## config.mk

```make
export PLATFORM = sky130hd
export DESIGN_NAME = tcw_ctrl
export DESIGN_NICKNAME = d
export VERILOG_FILES = /design/src/rtl/tcw_pkg.sv /design/src/rtl/tcw_ctrl.sv
export SDC_FILE = /design/constraint.sdc
export NUM_CORES = 1
export LEC_CHECK = 0
export ABC_AREA = 0
export BUFFER_PORTS_ARGS = -buffer_cell sky130_fd_sc_hd__buf_2
export CORE_AREA = 2 2 39 41
export CTS_BUF_LIST = sky130_fd_sc_hd__clkbuf_8
export DETAILED_ROUTE_END_ITERATION = 16
export DIE_AREA = 0 0 41 43
export MAX_ROUTING_LAYER = met4
export SYNTH_ARGS = -nofsm -noshare
export SYNTH_HDL_FRONTEND = slang
export SYNTH_SLANG_ARGS = --single-unit
```

## constraint.sdc

```tcl
create_clock -name clk -period 2 [get_ports clk]
set_clock_uncertainty 0.15 [all_clocks]
set_input_delay 0.2 -clock clk [delete_from_list [all_inputs] [get_ports clk]]
set_output_delay 0.2 -clock clk [all_outputs]
set_load 0.01 [all_outputs]
```

## src/rtl/tcw_pkg.sv

```systemverilog
`default_nettype none

package tcw_pkg;

    localparam int ROWS_DEF  = 25;
    localparam int COLS_DEF  = 80;

    localparam int CMD_W     = 2;
    localparam int CHAR_W    = 8;
    localparam int IDX_W     = 11;
    localparam int CURSOR_W  = 11;
    localparam int CELL_W    = 16;
    localparam int COLOR_W   = 8;

    localparam logic [CHAR_W-1:0]  NEWLINE_CODE = 8'd10;
    localparam logic [CHAR_W-1:0]  SPACE_CODE   = 8'h20;
    localparam logic [COLOR_W-1:0] COLOR_RESET  = 8'h0F;
    localparam logic [CELL_W-1:0]  RESET_BLANK  = {COLOR_RESET, SPACE_CODE};

    typedef enum logic [CMD_W-1:0] {
        CMD_PUT   = 2'd0,
        CMD_BS    = 2'd1,
        CMD_CLEAR = 2'd2,
        CMD_READ  = 2'd3
    } cmd_t;

    typedef enum logic [2:0] {
        S_INIT_WALK,
        S_INIT_DRAIN,
        S_IDLE,
        S_EXEC,
        S_WALK,
        S_DRAIN
    } state_t;

    typedef struct packed {
        logic latch;
        logic exec_put;
        logic exec_bs;
        logic walk_start_scroll;
        logic walk_start_clear;
        logic walk_step;
        logic walk_copy;
        logic walk_init;
        logic respond;
    } dp_ctrl_t;

    typedef struct packed {
        cmd_t cmd;
        logic ch_zero;
        logic at_end;
        logic cur_zero;
        logic walk_last;
    } dp_status_t;

endpackage

`default_nettype wire

```

## src/rtl/tcw_ctrl.sv

```systemverilog
`default_nettype none

module tcw_ctrl
    import tcw_pkg::*;
(
    input  wire logic       clk,
    input  wire logic       rst_n,
    input  wire logic       start,
    input  wire dp_status_t status,
    output dp_ctrl_t        ctrl,
    output logic            busy
);

    state_t state_reg;
    state_t state_next;

    always_ff @(posedge clk or negedge rst_n)
    begin
        if (!rst_n)
        begin
            state_reg <= S_INIT_WALK;
        end
        else
        begin
            state_reg <= state_next;
        end
    end

    always_comb
    begin
        state_next = state_reg;
        case (state_reg)
            S_INIT_WALK:
            begin
                if (status.walk_last)
                begin
                    state_next = S_INIT_DRAIN;
                end
            end
            S_INIT_DRAIN:
            begin
                state_next = S_IDLE;
            end
            S_IDLE:
            begin
                if (start)
                begin
                    state_next = S_EXEC;
                end
            end
            S_EXEC:
            begin
                case (status.cmd)
                    CMD_PUT:
                    begin
                        if (!status.ch_zero && status.at_end)
                        begin
                            state_next = S_WALK;
                        end
                        else
                        begin
                            state_next = S_IDLE;
                        end
                    end
                    CMD_CLEAR:
                    begin
                        state_next = S_WALK;
                    end
                    default:
                    begin
                        state_next = S_IDLE;
                    end
                endcase
            end
            S_WALK:
            begin
                if (status.walk_last)
                begin
                    state_next = S_DRAIN;
                end
            end
            S_DRAIN:
            begin
                if (status.cmd == CMD_PUT)
                begin
                    state_next = S_EXEC;
                end
                else
                begin
                    state_next = S_IDLE;
                end
            end
            default:
            begin
                state_next = S_IDLE;
            end
        endcase
    end

    always_comb
    begin
        ctrl = '0;
        busy = 1'b1;
        case (state_reg)
            S_INIT_WALK:
            begin
                ctrl.walk_step = 1'b1;
                ctrl.walk_init = 1'b1;
            end
            S_INIT_DRAIN:
            begin
                busy = 1'b1;
            end
            S_IDLE:
            begin
                busy       = 1'b0;
                ctrl.latch = start;
            end
            S_EXEC:
            begin
                case (status.cmd)
                    CMD_PUT:
                    begin
                        if (status.ch_zero)
                        begin
                            ctrl.respond = 1'b1;
                        end
                        else if (status.at_end)
                        begin
                            ctrl.walk_start_scroll = 1'b1;
                        end
                        else
                        begin
                            ctrl.exec_put = 1'b1;
                            ctrl.respond  = 1'b1;
                        end
                    end
                    CMD_BS:
                    begin
                        ctrl.exec_bs = !status.cur_zero;
                        ctrl.respond = 1'b1;
                    end
                    CMD_CLEAR:
                    begin
                        ctrl.walk_start_clear = 1'b1;
                    end
                    default:
                    begin
                        ctrl.respond = 1'b1;
                    end
                endcase
            end
            S_WALK:
            begin
                ctrl.walk_step = 1'b1;
                ctrl.walk_copy = (status.cmd == CMD_PUT);
            end
            S_DRAIN:
            begin
                ctrl.respond = (status.cmd != CMD_PUT);
            end
            default:
            begin
                busy = 1'b1;
            end
        endcase
    end

endmodule

`default_nettype wire

```

After elaboration in Yosys (flattened, before gate mapping)
Cells that the tools add are included.
Storage, ports and cells
  word-level logic and storage cells: 42
  register bits: 3
  bits of input ports: 9
  output and inout bits: 10
Operators by class
  multiplexer cells: 24
  equal/unequal tests: 9
  reduce and logical (&&, ||, !) cells: 8
Operator list (number)
  $mux 1: 15
  $pmux 3 s5: 1
  $mux 3: 4
  $eq 3x2->1 const B: 2
  $eq 3x3->1 const B: 2
  $ne 2x2->1 const B: 3
  $pmux 3 s2: 1
  $mux 4: 1
  $pmux 1 s2: 2
  $logic_not 3->1: 1
  $reduce_and 3->1: 1
  $eq 2x1->1 const B: 1
  $eq 2x2->1 const B: 1
  $logic_not 1->1: 2
  $logic_not 2->1: 1
  $reduce_bool 2->1: 1
  $reduce_or 2->1: 1
  $logic_and 1x1->1: 1

Longest topological paths before layout
Gate-level depths: netlist (run 1).
  word-level depth: 5
  depth in mapped cells: 4
  gate-level depth less buffers: 3

Least setup slack after synthesis (run 1)
Ideal clock, no wire load.
  path kind: register to output
  start point: register state_reg[2]
  end point: output port ctrl[7] in the netlist's numbering
  path slack: 426 ps
  required time: 1650 ps
  arrival time: 1224 ps
  cell stages (with the launch flop): 5
  path through: dfrtp_1 > buf_6 > nand3b_1 > or2_1 > nor4_1
RTL lines
  start, declared: line tcw_ctrl.sv:14  | state_t state_reg;
  start signal, assigned: line tcw_ctrl.sv:25  | state_reg <= state_next;
  end, declared: line tcw_ctrl.sv:10  | output dp_ctrl_t ctrl,

==> results of run 1 <==
==> path summary, 6_finish.rpt <==
path / slack, ns / cells after the start / end / start
max in group asynchronous: 1.44 / 2 / state_reg[2]$_DFFE_PN0P_ / rst_n
hold / removal: 0.06 / 3 / state_reg[0]$_DFFE_PN0P_ / status[0]
setup / recovery: 0.25 / 4 / ctrl[5] / state_reg[1]$_DFFE_PN0P_
min in group asynchronous: 0.15 / 2 / state_reg[0]$_DFFE_PN0P_ / rst_n
setup reg to reg: 0.66 / 4 / state_reg[1]$_DFFE_PN0P_ / state_reg[2]$_DFFE_PN0P_
hold reg to reg: 0.46 / 1 / state_reg[0]$_DFFE_PN0P_ / state_reg[1]$_DFFE_PN0P_
==> metal layers <==
metal  wire length, um  track usage (%)  up-vias
met3                69            4.712        2
li1                  -                -      154
met5                 0                -        -
met2               244            10.94       16
met1               302            11.58      134
met4                15            8.000        0
==> cell families (layout without fill, tap and decap cells) <==
kind of cell / count (synthesis) / after routing / share of synthesized area (%)
DFF: 3 / 3 / 28.98
AOI/OAI and AO/OA: 5 / 5 / 10.63
xor gates and xnor gates: 1 / 1 / 3.382
buffers and inverters: 2 / 24 / 5.795
and+or+nand+nor: 19 / 19 / 51.21
==> layout make-up <==
type	instances	share of cell area [%]
Clock inverter	1	0.9009
Timing Repair Buffer	20	25.83
Sequential cell	3	18.02
Multi-Input combinational cell	25	40.54
Tap cell	16	4.805
Clock buffer	3	9.910
==> timing repair <==
action	4_1_cts	5_1_grt
endpoints found under the hold margin	3	0
setup endpoints to repair	0	0
hold buffers	1	0
==> critical path, stage by stage (launching register included) <==
cell and delay [ns]:
dfrtp_1 0.45, nand3b_1 0.14, or2_1 0.25, nor4b_2 0.20, buf_2 0.16
==> cell usage in the layout (no fill, tap or decap) <==
cell type,n
xor2_1,1
and3_1,1
nand2_1,2
nor2_1,2
nor4b_1,1
and4bb_2,2
nor2b_1,2
buf_4,1
clkbuf_8,3
dfrtp_1,3
or3b_1,1
a21oi_1,2
nor3_1,2
nor4b_2,1
nand3_1,1
dlygate4sd3_1,1
or2_1,1
nand3b_1,1
nor4_1,1
inv_1,1
o21ai_0,2
buf_2,18
o31ai_1,1
and2_1,1
==> power by group <==
part | internal (uW) | switching (uW) | total, uW
clock network | 131 | 41.6 | 172
logic | 96.1 | 96.2 | 192
registers | 81.5 | 30.6 | 112
==> per-stage QoR <==
step | instance area (um^2) | utilization (%) | cells | hold slack, ns | worst slack [ns]
finish | 416.7 | 30.11 | 68 | 0.05658 | 0.2480
global route | 416.7 | 30.11 | 68 | 0.07979 | 0.1075
CTS | 416.7 | 30.11 | 68 | 0.05518 | 0.2334
detailed placement | 361.6 | 26.13 | 63 | -0.1509 | 0.4692
global placement | 361.6 | 26.13 | 63 | -0.1502 | 0.5005
floorplan | 259.0 | - | 30 | -0.2456 | 0.4265
==> run metrics, run 1 <==
status completed; max FFs per register 3; grt total ovfl 0; Multi-input gate area ~170 um^2; Yosys top cell area share 28.99%; post-route clock period utilization between 80% and 90%; die width 41 um; Sink Count 3; Yosys warnings 0; maxcap violations 0; Root Buffer clkbuf_8; first-pass GRT wire length 1.028 mm; vias in the first global route 274; Hold Crit Class in2reg; pwr dens roughly 1100 nW/um^2; clock slew at reported path FFs 0.03 ns; setup violators final 0; row cnt 14; area of the core region ~1400 um^2; die area about 1800 um^2; share of layout cells above drive strength 1 48.08%; Async SR Flop Fraction 100.0%; area leader, netlist dfrtp_1; final wirelength 632 um; Clock Latency Late Sink around 0.22 ns; Detail Placement HPWL ~500 um; Final min period 1.752 ns; post-synthesis cell count 30; endpoints failing hold 0; Worst EP arrival 1.40 ns; CTS H-Tree Depth 1; RSZ-0062 raised after global routing no; largest net degree at the start of global routing 10; ANT nets after route 0; DR vias 306; total power approximately 480 uW; PortBufs 18; initial antenna violation count 0; Total GRT Usage 9.465%; synth top area cells dfrtp_1 (29%), and4bb_2 (9.7%), nor4b_2 (5.8%), nor2b_1 (4.8%), buf_6 (4.3%); number of fill cells in the layout 150; sequential-to-total area share from yosys stat 28.99%; Leakage 0.0002137 uW; Worst-Margin Slew 0.2604 ns; Startpoint Class register; I/O pin cnt 19; die height 43 um; Synthesized Nets 39; Yosys reg bits 3; mean number of vias per cell 4.500; drt wl/cell 9.294 um; Seq. cell area 75.07 um^2; Worst Setup End Kind primary output; first-pass iteration count of the detailed router 3; post-CTS setup buffers 0; Main synth FF type dfrtp_1; required time of the critical path 1.65 ns; Layout area overhead 60.87%; antenna cells 0; Mapped Area 259.0 um^2; Max VDD drop 359.4 uV; DRC viols 0; 1st-iter DRT viols 1; final layout net count 62; Num CTS Buffers 3; Max Fclk 0.5708 GHz; Avg Cell Area, Syn 8.633 um^2; maximum clock path buffer count 2; Final GP Congestion 0.6880; Starting Density 18.72%; Slew Viols, Final 0; Synth cell types 21; Post-synth EDFFs 0; crit-path max FO 8; count leader, synth dfrtp_1; setup_tns 0 ns; Setup Crit Path Kind reg2out; Max-slew headroom 82.58%; CTS tree built; CTS resizes 0
Power figures use the tool's default switching activity.
==> run 2, diff against run 1 <==
- RECOVER_POWER: default -> 50
==> run metrics, run 2 (synthesis gave the netlist of run 1 again) <==
status completed (unchanged); setup_tns 0 ns (unchanged); Hold Crit Class in2reg (unchanged); Final GP Congestion 0.6880 (unchanged); Worst Setup End Kind primary output (unchanged); ANT nets after route 0 (unchanged); clock slew at reported path FFs 0.03 ns (about the same); crit-path max FO 8 (unchanged); Max-slew headroom 78.35% (was 82.58%); Worst EP arrival 1.40 ns (about the same); final layout net count 62 (unchanged); I/O pin cnt 19 (unchanged); mean number of vias per cell 4.515 (was 4.500); Setup Crit Path Kind reg2out (unchanged); most frequent cells in the layout buf_2 (15), clkbuf_1 (4), clkbuf_8 (3), dfrtp_1 (3) (was buf_2 (18), clkbuf_8 (3), dfrtp_1 (3)); area of the core region 1384 um^2 (unchanged); drt wl/cell 9.353 um (was 9.294 um); Max Fclk 0.5705 GHz (was 0.5708 GHz); grt total ovfl 0 (unchanged); DRC viols 0 (unchanged); Layout area overhead 57.97% (was 60.87%); Final min period 1.753 ns (was 1.752 ns); antenna cells 0 (unchanged); Leakage 0.0001988 uW (was 0.0002137 uW); Total GRT Usage 9.465% (unchanged); RSZ-0062 raised after global routing no (unchanged); CTS tree built (unchanged); Sink Count 3 (unchanged); vias in the first global route 274 (unchanged); total power 469.5 uW (was 476.7 uW); pwr dens 1147 nW/um^2 (was 1144 nW/um^2); most common cell after layout, fill and taps aside buf_2 (unchanged); Num CTS Buffers 3 (unchanged); endpoints failing hold 0 (unchanged); worst slack, placed 0.4692 ns (unchanged); PortBufs 18 (unchanged); Starting Density 18.72% (unchanged); required time of the critical path 1.65 ns (about the same); Worst-Margin Slew 0.3248 ns (was 0.2604 ns); min setup slack post-route 0.2470 ns (was 0.2480 ns); Clock Latency Late Sink 0.22 ns (about the same); Hold Slack 0.05698 ns (was 0.05658 ns); die area 1763 um^2 (unchanged); max FFs per register 3 (unchanged); row cnt 14 (unchanged); final wirelength 636 um (was 632 um); first-pass iteration count of the detailed router 4 (was 3); Max VDD drop 359.4 uV (about the same); largest net degree at the start of global routing 10 (unchanged); share of layout cells above drive strength 1 40.38% (was 48.08%); DR vias 307 (was 306); CTS H-Tree Depth 1 (unchanged); 1st-iter DRT viols 1 (unchanged); first-pass GRT wire length 1.028 mm (unchanged); Slew Viols, Final 0 (unchanged); maximum clock path buffer count 2 (unchanged); setup violators final 0 (unchanged); Startpoint Class register (unchanged); die height 43 um (unchanged); Root Buffer clkbuf_8 (unchanged); maxcap violations 0 (unchanged); initial antenna violation count 0 (unchanged); post-route clock period utilization 87.65% (was 87.60%); Detail Placement HPWL 496.2 um (unchanged); die width 41 um (unchanged)
## run 2: cell count changes in the layout (fill, tap and decap cells not counted)
cell / before / now
clkbuf_1: 0 / 4
buf_4: 1 / 0
buf_2: 18 / 15
## run 2: power by group
group | total (uW) | switching [uW] | internal (uW)
sequential | 112 | 30.6 | 81.5
clock | 173 | 41.8 | 131
combinational | 185 | 96.6 | 88.2
total | 469 | 169 | 301
## run 2: path summary, 6_finish.rpt
kind,from,to,slack [ns],depth (start not counted)
worst max-delay path,state_reg[1]$_DFFE_PN0P_,ctrl[5],0.25,4
worst min-delay path,status[0],state_reg[0]$_DFFE_PN0P_,0.06,3
worst max register to register,state_reg[2]$_DFFE_PN0P_,state_reg[1]$_DFFE_PN0P_,0.59,4
worst min register to register,state_reg[1]$_DFFE_PN0P_,state_reg[0]$_DFFE_PN0P_,0.46,1
max in group asynchronous,rst_n,state_reg[2]$_DFFE_PN0P_,1.38,2
min in group asynchronous,rst_n,state_reg[0]$_DFFE_PN0P_,0.17,2
## run 2: critical path, stage by stage (launching register included)
cell and delay (ns):
dfrtp_1 0.45, nand3b_1 0.14, or2_1 0.25, nor4b_2 0.20, buf_2 0.16
## run 2: per-stage QoR
step	util, %	std cells	instance area [um^2]
finish	29.57	68	409.1
global route	29.57	68	409.1
CTS	30.11	68	416.7
detailed placement	26.13	63	361.6
global placement	26.13	63	361.6
floorplan	-	30	259.0
## run 2: area by class of cell
type                            count  area [um^2]
Fill cell                         151        974.7
Multi-Input combinational cell     25        168.9
Timing Repair Buffer               20        100.1
Sequential cell                     3        75.07
Clock buffer                        3        41.29
Tap cell                           16        20.02
Clock inverter                      1        3.754
## run 2: metal layers
metal	vias to the layer above	wire, um	global-route usage (%)
li1	153	-	-
met2	16	249	10.94
met5	-	0	-
met4	0	15	8.000
met3	2	71	4.712
met1	136	299	11.58
## run 2: repair_timing
item                                   4_1_cts  5_1_grt
buffers inserted                             0        0
gates resized for setup                      0        0
endpoints found under the hold margin        3        0
hold buffers                                 1        0
